## src/design/dsd_pkg.sv

```systemverilog
// shared types, constants and verdict decode for the dtls/srtp packet demux
package dsd_pkg;

    localparam int MAX_PACKET_BYTES = 2048;
    localparam int CNT_W            = $clog2(MAX_PACKET_BYTES + 1);
    localparam int LEN_W            = 12;
    localparam int POS_W            = 4;
    localparam int REM_W            = 16;

    localparam int HDR_LEN      = 13;
    localparam int HDR_LAST_POS = 12;
    localparam int LEN_HIGH_POS = 11;
    localparam int HELLO_POS    = 13;
    localparam int RTP_MIN      = 12;
    localparam int HELLO_MIN    = 17;
    localparam int DTLS_LO      = 19;
    localparam int DTLS_HI      = 64;
    localparam logic [7:0] HANDSHAKE_TYPE = 8'd22;
    localparam logic [7:0] HELLO_TYPE     = 8'd1;
    localparam logic [7:0] RTP_MASK       = 8'hC0;
    localparam logic [7:0] RTP_VER        = 8'h80;

    typedef enum logic [2:0] {
        LINK_NEW        = 3'd0,
        LINK_CONNECTING = 3'd1,
        LINK_CONNECTED  = 3'd2,
        LINK_FAILED     = 3'd3,
        LINK_CLOSED     = 3'd4
    } t_link_state;

    typedef enum logic [2:0] {
        VERD_DROP        = 3'd0,
        VERD_CACHE_HELLO = 3'd1,
        VERD_FWD_DTLS    = 3'd2,
        VERD_MALFORMED   = 3'd3,
        VERD_EARLY       = 3'd4,
        VERD_NOT_RTP     = 3'd5,
        VERD_SRTP_BYPASS = 3'd6,
        VERD_CLOSED_DROP = 3'd7
    } t_verdict;

    // per-packet summary as it stands after the current byte
    typedef struct packed {
        logic [CNT_W-1:0] count;
        logic [7:0]       lead;
        logic             hello;
        logic             tiled;
    } t_pkt_summary;

    function automatic t_verdict f_verdict(input logic [2:0] link, input t_pkt_summary s);
        logic     is_dtls;
        logic     is_hello;
        logic     is_rtp;
        t_verdict v;
        is_dtls  = (s.count >= CNT_W'(HDR_LEN)) && (s.lead > 8'(DTLS_LO))
                   && (s.lead < 8'(DTLS_HI));
        is_hello = is_dtls && (s.count > CNT_W'(HELLO_MIN))
                   && (s.lead == HANDSHAKE_TYPE) && s.hello;
        is_rtp   = (s.count >= CNT_W'(RTP_MIN)) && ((s.lead & RTP_MASK) == RTP_VER);
        unique case (link)
            LINK_NEW: begin
                v = is_hello ? VERD_CACHE_HELLO : VERD_DROP;
            end
            LINK_CONNECTING, LINK_CONNECTED: begin
                if (is_dtls) begin
                    v = s.tiled ? VERD_FWD_DTLS : VERD_MALFORMED;
                end else if (link != LINK_CONNECTED) begin
                    v = VERD_EARLY;
                end else if (!is_rtp) begin
                    v = VERD_NOT_RTP;
                end else begin
                    v = VERD_SRTP_BYPASS;
                end
            end
            LINK_FAILED: begin
                v = VERD_DROP;
            end
            default: begin
                v = VERD_CLOSED_DROP;
            end
        endcase
        return v;
    endfunction

endpackage

```

## src/design/dsd_tracker.sv

```systemverilog
// per-packet byte counter, lead byte capture and dtls record header walk
module dsd_tracker (
    input  logic                  i_clk,
    input  logic                  i_rst_n,
    input  logic                  i_step,
    input  logic [7:0]            i_byte,
    input  logic                  i_last,
    output dsd_pkg::t_pkt_summary o_sum
);

    logic [dsd_pkg::CNT_W-1:0] r_count, n_count;
    logic [7:0]                r_lead, n_lead;
    logic                      r_hello, n_hello;
    logic [dsd_pkg::POS_W-1:0] r_pos, n_pos;
    logic [7:0]                r_high, n_high;
    logic [dsd_pkg::REM_W-1:0] r_rem, n_rem;
    logic                      r_in_body, n_in_body;

    always_comb begin
        n_lead    = (r_count == '0) ? i_byte : r_lead;
        n_hello   = r_hello || ((r_count == dsd_pkg::CNT_W'(dsd_pkg::HELLO_POS))
                                && (i_byte == dsd_pkg::HELLO_TYPE));
        n_count   = (r_count < dsd_pkg::CNT_W'(dsd_pkg::MAX_PACKET_BYTES))
                    ? r_count + 1'b1 : r_count;
        n_pos     = r_pos;
        n_high    = r_high;
        n_rem     = r_rem;
        n_in_body = r_in_body;
        if (r_in_body) begin
            n_rem = r_rem - 1'b1;
            if (n_rem == '0) begin
                n_in_body = 1'b0;
                n_pos     = '0;
            end
        end else begin
            if (r_pos == dsd_pkg::POS_W'(dsd_pkg::LEN_HIGH_POS)) begin
                n_high = i_byte;
            end
            if (r_pos >= dsd_pkg::POS_W'(dsd_pkg::HDR_LAST_POS)) begin
                n_rem     = {r_high, i_byte};
                n_pos     = '0;
                n_in_body = ({r_high, i_byte} != 16'd0);
            end else begin
                n_pos = r_pos + 1'b1;
            end
        end
    end

    assign o_sum.count = n_count;
    assign o_sum.lead  = n_lead;
    assign o_sum.hello = n_hello;
    assign o_sum.tiled = (n_pos == '0) && !n_in_body;

    always_ff @(posedge i_clk) begin
        if (!i_rst_n) begin
            r_count   <= '0;
            r_lead    <= '0;
            r_hello   <= 1'b0;
            r_pos     <= '0;
            r_high    <= '0;
            r_rem     <= '0;
            r_in_body <= 1'b0;
        end else if (i_step) begin
            if (i_last) begin
                r_count   <= '0;
                r_lead    <= '0;
                r_hello   <= 1'b0;
                r_pos     <= '0;
                r_high    <= '0;
                r_rem     <= '0;
                r_in_body <= 1'b0;
            end else begin
                r_count   <= n_count;
                r_lead    <= n_lead;
                r_hello   <= n_hello;
                r_pos     <= n_pos;
                r_high    <= n_high;
                r_rem     <= n_rem;
                r_in_body <= n_in_body;
            end
        end
    end

    a_pos_range: assert property (@(posedge i_clk) disable iff (!i_rst_n)
        r_pos <= dsd_pkg::POS_W'(dsd_pkg::HDR_LAST_POS))
        else $error("record header position out of range");

    a_body_consistent: assert property (@(posedge i_clk) disable iff (!i_rst_n)
        r_in_body |-> (r_pos == '0) && (r_rem != '0))
        else $error("record body state inconsistent");

    a_fresh_packet: assert property (@(posedge i_clk) disable iff (!i_rst_n)
        (r_count == '0) |-> (r_pos == '0) && !r_in_body && !r_hello)
        else $error("stale per-packet state at packet start");

endmodule

```

## src/design/dtls_srtp_packet_demux.sv

```systemverilog
// top level of the dtls/srtp receive packet demultiplexer
// Received packets stream in one byte per item, i_last_byte marking the final
// byte. Each byte is captured in an input register, then the per-packet
// tracker (byte count saturating at the package maximum, lead byte,
// clienthello type check, 13-byte dtls record header walk) advances on it.
// On the final byte the verdict is decoded from the transport state in
// i_cfg_data as last written and the packet summary, and lands in the result
// register together with the packet length; non-final bytes give no result.
// Rate: one byte per cycle sustained; o_out_valid is driven from the result
// register. Only a final byte can be held up, and only while the result
// register is full and stalled: it then waits in the input register and the
// byte input stalls behind it for as long as the result stays stalled. With
// no result stall there are no bubbles. Write i_cfg_data only while no
// packet is in flight; codes 5..7 act as closed.
module dtls_srtp_packet_demux (
    input  logic                       i_clk,
    input  logic                       i_rst_n,
    // configuration
    input  logic                       i_cfg_we,
    input  logic [2:0]                 i_cfg_data,
    // byte input channel
    input  logic                       i_in_valid,
    output logic                       o_in_stall,
    input  logic [7:0]                 i_data_byte,
    input  logic                       i_last_byte,
    // verdict output channel
    output logic                       o_out_valid,
    input  logic                       i_out_stall,
    output logic [2:0]                 o_verdict,
    output logic [dsd_pkg::LEN_W-1:0]  o_packet_length
);

    // transport state register
    logic [2:0] r_link;

    // input register stage
    logic       r_s1_valid;
    logic [7:0] r_s1_byte;
    logic       r_s1_last;

    // result register
    logic                      r_out_valid;
    logic [2:0]                r_verdict;
    logic [dsd_pkg::LEN_W-1:0] r_len;

    logic                  out_free;
    logic                  s1_move;
    logic                  in_take;
    dsd_pkg::t_pkt_summary sum;
    dsd_pkg::t_verdict     verd;

    // result slot frees when empty or being taken this cycle
    assign out_free = !r_out_valid || !i_out_stall;
    // a non-final byte never waits; a final byte needs a free result slot
    assign s1_move  = r_s1_valid && (!r_s1_last || out_free);
    assign in_take  = i_in_valid && !o_in_stall;

    assign o_in_stall = r_s1_valid && !s1_move;

    dsd_tracker u_tracker (
        .i_clk   (i_clk),
        .i_rst_n (i_rst_n),
        .i_step  (s1_move),
        .i_byte  (r_s1_byte),
        .i_last  (r_s1_last),
        .o_sum   (sum)
    );

    assign verd = dsd_pkg::f_verdict(r_link, sum);

    always_ff @(posedge i_clk) begin
        if (!i_rst_n) begin
            r_link <= dsd_pkg::LINK_NEW;
        end else if (i_cfg_we) begin
            r_link <= i_cfg_data;
        end
    end

    // input register
    always_ff @(posedge i_clk) begin
        if (!i_rst_n) begin
            r_s1_valid <= 1'b0;
        end else if (in_take) begin
            r_s1_valid <= 1'b1;
        end else if (s1_move) begin
            r_s1_valid <= 1'b0;
        end
    end

    always_ff @(posedge i_clk) begin
        if (in_take) begin
            r_s1_byte <= i_data_byte;
            r_s1_last <= i_last_byte;
        end
    end

    // result register
    always_ff @(posedge i_clk) begin
        if (!i_rst_n) begin
            r_out_valid <= 1'b0;
        end else if (s1_move && r_s1_last) begin
            r_out_valid <= 1'b1;
        end else if (!i_out_stall) begin
            r_out_valid <= 1'b0;
        end
    end

    always_ff @(posedge i_clk) begin
        if (s1_move && r_s1_last) begin
            r_verdict <= verd;
            r_len     <= dsd_pkg::LEN_W'(sum.count);
        end
    end

    assign o_out_valid     = r_out_valid;
    assign o_verdict       = r_verdict;
    assign o_packet_length = r_len;

    a_result_from_final: assert property (@(posedge i_clk) disable iff (!i_rst_n)
        $rose(o_out_valid) |-> $past(r_s1_valid && r_s1_last))
        else $error("result appeared without a final byte");

    a_mid_byte_flows: assert property (@(posedge i_clk) disable iff (!i_rst_n)
        (r_s1_valid && !r_s1_last) |-> s1_move)
        else $error("non-final byte held in input register");

    a_final_waits: assert property (@(posedge i_clk) disable iff (!i_rst_n)
        (r_s1_valid && r_s1_last && r_out_valid && i_out_stall)
        |=> (r_s1_valid && r_s1_last && r_out_valid))
        else $error("final byte or pending result lost under stall");

endmodule

```

## config.mk

```make
export PLATFORM = sky130hd
export DESIGN_NAME = dtls_srtp_packet_demux
export DESIGN_NICKNAME = d
export VERILOG_FILES = /design/src/design/dsd_pkg.sv /design/src/design/dsd_tracker.sv /design/src/design/dtls_srtp_packet_demux.sv
export SDC_FILE = /design/constraint.sdc
export NUM_CORES = 1
export LEC_CHECK = 0
export ABC_AREA = 1
export BUFFER_PORTS_ARGS = -buffer_cell sky130_fd_sc_hd__buf_4
export CORE_MARGIN = 8
export CORE_UTILIZATION = 54
export DETAILED_ROUTE_END_ITERATION = 8
export HOLD_SLACK_MARGIN = 0.08
export PLACE_DENSITY = 0.73
export SLEW_MARGIN = 20
export SYNTH_ARGS = -nofsm -noshare
export SYNTH_HDL_FRONTEND = slang
export SYNTH_SLANG_ARGS = --single-unit
export TNS_END_PERCENT = 10
```

## constraint.sdc

```tcl
create_clock -name i_clk -period 2.29 [get_ports i_clk]
set_input_delay 0.229 -clock i_clk [delete_from_list [all_inputs] [get_ports i_clk]]
set_output_delay 0.229 -clock i_clk [all_outputs]
set_load 0.05 [all_outputs]
```

== Yosys cells after proc, flatten, opt, wreduce, memory -nomap -nowiden ==
Index checks and enable logic that the tools add are counted.
Operators by class
  magnitude comparators: 7
  reductions and logical operators: 32
  bitwise logic cells: 0
  multipliers: 0
  $add $sub $neg: 3
  divide/modulo/power cells: 0
  eq/ne operators: 11
  muxes and demuxes: 29
  shift-type cells: 0
Operator list (number)
  $mux 16: 3
  $mux 8: 5
  $ge 12x4->1 const B: 2
  $mux 12: 2
  $logic_not 16->1: 1
  $mux 4: 4
  $reduce_bool 16->1: 1
  $sub 16x1->16 const B: 1
  $add 12x1->12 const B: 1
  $eq 12x4->1 const B: 1
  $gt 12x5->1 const B: 1
  $logic_and 1x1->1: 12
  $logic_not 12->1: 1
  $lt 12x12->1 const B: 1
  $mux 1: 11
  $pmux 3 s3: 1
  $eq 8x1->1 const B: 1
  $eq 8x5->1 const B: 1
  $gt 8x5->1 const B: 1
  $lt 8x7->1 const B: 1
  $eq 3x2->1 const B: 2
  $logic_not 1->1: 6
  $add 4x1->4 const B: 1
  $eq 4x4->1 const B: 1
  16 further kinds: 20
Storage, ports and cells
  bits in read-only memories: 0
  logic and storage cells: 96
  bits in writable memories: 0
  bits in registers: 79
  memories kept: 0
  bits of input ports: 17
  output and inout bits: 17
  bits in latches: 0

== Longest topological paths before layout ==
  depth in word-level cells: 10
  depth in mapped cells: 17

== By module ==
A second synthesis with hierarchy kept.
Second synthesis, totals
  cell total of the unflattened synthesis: 573
  area total of the unflattened synthesis: 4220.3 um2
By module, submodules not included
  dsd_tracker: area each 3083.0 um2, times used 1, cells each 471, seq. area each 1001.0 um2
  dtls_srtp_packet_demux: area each 1137.3 um2, times used 1, cells each 102, seq. area each 820.8 um2

== Worst setup path after synthesis ==
No wires, ideal clock.
  kind: reg-to-reg
  start point: register r_out_valid (netlist: o_out_valid)
  end point: register u_tracker.r_high[0]
  slack: 0.169 ns
  cell stages (with the launch flop): 11
  setup time: 0.070 ns
  arrival: 2.050 ns
  clock period less this slack: 2.121 ns
  cells stage by stage: dfxtp_1 -> nand2_1 -> inv_1 -> nand2_1 -> nand2_1 -> inv_1 -> nand2_1 -> inv_1 -> a31oi_1 -> nand2_1 -> a21oi_1
Between the ends
  cells in the longest elaborated chain, start to end: 5
Ends and longest elaborated chain
  start: declaration: line dtls_srtp_packet_demux.sv:42  | logic r_out_valid;
  start signal: assignment: line dtls_srtp_packet_demux.sv:100  | r_out_valid <= 1'b0;
  start signal: assignment: line dtls_srtp_packet_demux.sv:102  | r_out_valid <= 1'b1;
  start signal: assignment: line dtls_srtp_packet_demux.sv:104  | r_out_valid <= 1'b0;
  $logic_not 1->1: line dtls_srtp_packet_demux.sv:53  | assign out_free = !r_out_valid || !i_out_stall;
  $logic_or 1x1->1: line dtls_srtp_packet_demux.sv:53
  $logic_or 1x1->1: line dtls_srtp_packet_demux.sv:55  | assign s1_move = r_s1_valid && (!r_s1_last || out_free);
  $logic_and 1x1->1: line dtls_srtp_packet_demux.sv:55
  $reduce_and 3->1 (no line)
  end signal: assignment: line dsd_tracker.sv:77  | r_high <= n_high;
  end: declaration: line dsd_tracker.sv:15  | logic [7:0] r_high, n_high;
Every way passes these cells.
A chain may end at the register's enable or synchronous reset.

== Worst setup path in the final report ==
  start point: register u_tracker.r_count[0] in the netlist's numbering
  end point: register r_verdict[0] (netlist: o_verdict[0]), data pin
Between the ends
  cells in the longest elaborated chain, start to end: 10
  elaborated cells on any way between the ends: 26
  those cells by class: add/sub (1); order compare (6); eq/ne (3); mux (7); reduce/logical (9)
Ends and longest elaborated chain
  start: declaration: line dsd_tracker.sv:11  | logic [dsd_pkg::CNT_W-1:0] r_count, n_count;
  start signal: assignment: line dsd_tracker.sv:73  | r_count <= n_count;
  $add 12x1->12, or another cell as far along: line dsd_tracker.sv:24  | ? r_count + 1'b1 : r_count;
  $mux 12 or $mux 8 (tied branches): line dsd_tracker.sv:24, dsd_tracker.sv:20
  $ge 12x4->1 or $gt 8x5->1 (tied branches): line dsd_pkg.sv:55  | is_dtls = (s.count >= CNT_W'(HDR_LEN)) && (s.lead > 8'(DTLS_LO))
  $logic_and 1x1->1: line dsd_pkg.sv:55
  $logic_and 1x1->1: line dsd_pkg.sv:56  | && (s.lead < 8'(DTLS_HI));
  $logic_and 1x1->1: line dsd_pkg.sv:57  | is_hello = is_dtls && (s.count > CNT_W'(HELLO_MIN))
  $logic_and 1x1->1 (2 in a row): line dsd_pkg.sv:58  | && (s.lead == HANDSHAKE_TYPE) && s.hello;
  $mux 1: line dsd_pkg.sv:62  | v = is_hello ? VERD_CACHE_HELLO : VERD_DROP;
  $pmux 3 s3 *: line dsd_pkg.sv:60  | unique case (link)
  named net verd[0]: line dtls_srtp_packet_demux.sv:50  | dsd_pkg::t_verdict verd;
  end signal: assignment: line dtls_srtp_packet_demux.sv:110  | r_verdict <= verd;
  end: declaration: line dtls_srtp_packet_demux.sv:43  | logic [2:0] r_verdict;
Mark *: on every way through the listed nets, which the timed path passes. The rest lies on a longest branch.

==> results.md <==
| Result | Reported | Unit |
|:---|:---|:---|
| Outcome | finished, final reports clean | - |
| Root buffer cell | clkbuf_8 | - |
| Die width | 105 | um |
| Post-detailed-route via-to-cell ratio | 5.43 | - |
| Final worst-path setup slack | 7.94 | ps |
| Clock buffers created by TritonCTS | 9 | - |
| Final count of hold timing violations | 0 | - |
| Wire length of the first global-routing pass | 19,000 | um |
| Synth cell types | 32 | - |
| Total negative slack for setup checks | 0 | ps |
| Leakage | 2.27 | nW |
| Startpoint Class | flop | - |
| Mean cell area of the mapped netlist | 6.85 | um^2 |
| Net count of the finished layout | 708 | - |
| Number of instances in the synthesized netlist | 620 | - |
| Clk pin slew, worst setup/hold paths | 100 | ps |
| Max Cap Violations | 0 | - |
| Area of the die | 11,000 | um^2 |
| Worst setup path category | flop to flop | - |
| Path type of the worst min-delay path | input port to flop | - |
| Placed wire-length estimate after detailed placement | 8150 | um |
| Layout overhead on the synthesized area | 24.9 | % |
| Post-route DRC | 0 | - |
| H-tree depth reported by CTS | 3 | - |
| Relative slew margins | 55.5 | % |
| Worst Setup Slack post-DPL | -18.3 | ps |
| Pin count of the biggest net entering global routing | 49 | - |
| Clock sinks | 79 | - |
| Maximum clock skew at final layout | 12.2 | ps |
| DRT Wirelength | 11,900 | um |
| Number of buffers between clock root and the deepest sink | 2 | - |
| Skew-Pair Late Insertion Delay | 360 | ps |
| Worst-Margin Slew | 666 | ps |
| TritonCTS clock tree | yes | - |
| Drt first-iter violations | 421 | - |
| Final period demand of the worst path | 2280 | ps |
| Synthesized netlist net count | 643 | - |
| Finish-stage setup viols | 0 | - |
| Fraction of final layout cells sized beyond drive strength 1 | 21.0 | % |
| First-pass iteration count of the detailed router | 7 | - |
| Total of warnings raised by yosys | 0 | - |
| Antenna violations before repair | 0 | - |
| Pwr/cell area | 589 | nW/um^2 |
| Critical path capture point type | flop | - |
| Final weighted congestion of routability-driven global placement | 0.980 | - |
| Data arrival time at the worst-slack endpoint | 2400 | ps |
| Floorplan die height | 105 | um |
| Layout fillers | 673 | - |
| I/O Buffers | 33 | - |
| Unrepaired setup endpoints after global routing | true | - |
| Maximum VDD drop | 0.000581 | V |
| Peak Freq | 438 | MHz |
| Maximum fanout count along the critical path | 4 | - |
| Number of primary I/O pins | 34 | - |
| Via count of the first global-routing pass | 3,973 | - |
| Post-Synthesis Cell Area | 4250 | um^2 |
| Sequential-to-total area share from yosys stat | 42.9 | % |
| Routed via count | 4,304 | - |
| Post-layout total power | 0.00312 | W |
| Share of the core filled with cells | 69.0 | % |
| Crit path required time | 2410 | ps |
| Final antenna-violating net count | 0 | - |
| Final antenna diode count | 0 | - |
| Core Footprint | 7690 | um^2 |
| WL/cell | 15.0 | um |
| Starting utilization of the core area | 55.2 | % |
| Total count of max-transition violations in the final report | 0 | - |
| Final global-route overflow total | 0 | - |
| GRT Total Usage | 20.9 | % |
| Post-route fraction of the period consumed by the critical path | 99.7 | % |
| Standard-cell row count | 32 | - |
| Count of state elements after synthesis | 79 | - |
==> worst paths after layout <==
check,endpoint,cells past startpoint,slack (ps),from
hold reg to reg,u_tracker.r_lead[4],2,470,u_tracker.r_lead[4]
setup reg to reg,o_verdict[0],14,8,u_tracker.r_count[0]
setup / recovery,o_verdict[0],14,8,u_tracker.r_count[0]
hold / removal,r_s1_valid,3,130,i_in_valid
==> report_power, final <==
| part | leakage (nW) | switching, W | internal (W) |
|---|---|---|---|
| sequential | 0.690 | 0.0000296 | 0.00147 |
| clock | 0.115 | 0.000598 | 0.000639 |
| combinational | 1.47 | 0.000247 | 0.000139 |
==> per-layer routing <==
layer | GRT usage, % | vias up | part of all wire, %
met5 | 0 | - | 0
li1 | - | 2140 | -
met2 | 33.4 | 164 | 45
met1 | 27.5 | 1978 | 45
met3 | 4.79 | 22 | 7.7
met4 | 6.12 | 0 | 1.8
==> worst max-delay path: stages (launching register included) <==
cell,delay [ps]
dfxtp_4,370
inv_2,60
ha_2,170
nor3b_4,260
buf_4,160
nand2_1,100
nand2_1,100
nand2_1,110
a21oi_2,210
nor2_2,80
nand2_2,130
buf_4,120
a21oi_1,60
nand2_1,60
nand2_1,40
==> layout by cell type (no fill, tap or decap), types with 5 or more instances in the layout <==
cell type	Yosys	final
nand2_1	202	194
inv_1	67	63
buf_4	0	59
a21oi_1	60	57
nor2_1	65	48
dfxtp_1	55	46
nand3_1	33	29
o21ai_0	27	25
edfxtp_1	24	24
nor2_2	7	16
nand2_2	4	12
clkbuf_8	0	9
dlygate4sd3_1	0	9
nor2_4	0	8
o211ai_1	8	8
nor3_1	8	7
dfxtp_2	0	7
inv_2	3	5
o21ai_1	4	5
==> state kept, by name (all words and copies together) (netlist names) <==
signal and count:
o_out_valid 1, o_verdict 3, u_tracker.r_count 12, u_tracker.r_pos 4, u_tracker.r_high 8, r_s1_byte 8
u_tracker.r_hello 1, u_tracker.r_lead 8, u_tracker.r_in_body 1, o_packet_length 12, r_link 3, r_s1_last 1
r_s1_valid 1, u_tracker.r_rem 16
==> logic make-up (layout without fill, tap and decap cells) <==
| kind of cell | count (synthesis) | in the layout | share of synthesized area, % |
|---|---|---|---|
| adders and majority gates | 6 | 6 | 1.77 |
| xor gates and xnor gates | 4 | 4 | 0.825 |
| and+or+nand+nor | 337 | 338 | 33.1 |
| buffers and inverters | 86 | 155 | 7.63 |
| DFF | 79 | 79 | 42.9 |
| AOI/OAI and AO/OA | 108 | 108 | 13.7 |
==> layout make-up <==
cell class / count / area (um^2) / area share [%]
Clock buffer: 9 / 124 / 2.34
Clock inverter: 7 / 113 / 2.12
Inverter: 70 / 268 / 5.05
Multi-Input combinational cell: 456 / 2290 / 43.2
Sequential cell: 79 / 1840 / 34.7
Tap cell: 102 / 128 / 2.41
Timing Repair Buffer: 69 / 544 / 10.3
==> cells in the mapped netlist, drive strengths merged <==
| cell type | number | area (um^2) |
|---|---|---|
| a211oi | 1 | 7.51 |
| and2 | 2 | 12.5 |
| clkbuf | 15 | 56.3 |
| a31oi | 3 | 18.8 |
| o211ai | 8 | 60.1 |
| buf | 1 | 5.00 |
| nand3b | 4 | 30.0 |
| a21oi | 60 | 300 |
| nand3 | 33 | 165 |
| xnor2 | 1 | 8.76 |
| inv | 70 | 263 |
| nor4 | 4 | 25.0 |
| nor3 | 9 | 50.1 |
| dfxtp | 55 | 1100 |
| o21bai | 2 | 15.0 |
| o21ai | 33 | 173 |
| nand4 | 3 | 18.8 |
| ha | 6 | 75.1 |
| xor2 | 3 | 26.3 |
| edfxtp | 24 | 721 |
| a41oi | 1 | 8.76 |
| nor2 | 72 | 288 |
| nor3b | 3 | 27.5 |
| nand2 | 206 | 783 |
| and3 | 1 | 6.26 |
==> what timing repair did <==
item | 4_1_cts | 5_1_grt
endpoints found under the hold margin | 9 | 0
endpoints found under the setup margin | 1 | 6
setup buffers | 0 | 8
hold buffers | 9 | 0
gates resized for setup | 2 | 68
pin swaps | 1 | 22
cloned | 1 | 0
==> through the flow <==
stage,area (um^2),hold slack (ps),std cells
2_1_floorplan,4250,328,620
5_1_grt,5300,156,792
4_1_cts,5040,121,784
6_report,5300,131,792
3_5_place_dp,4700,408,758
3_3_place_gp,4700,407,758
No activity file was read; power rests on OpenSTA's default activity.
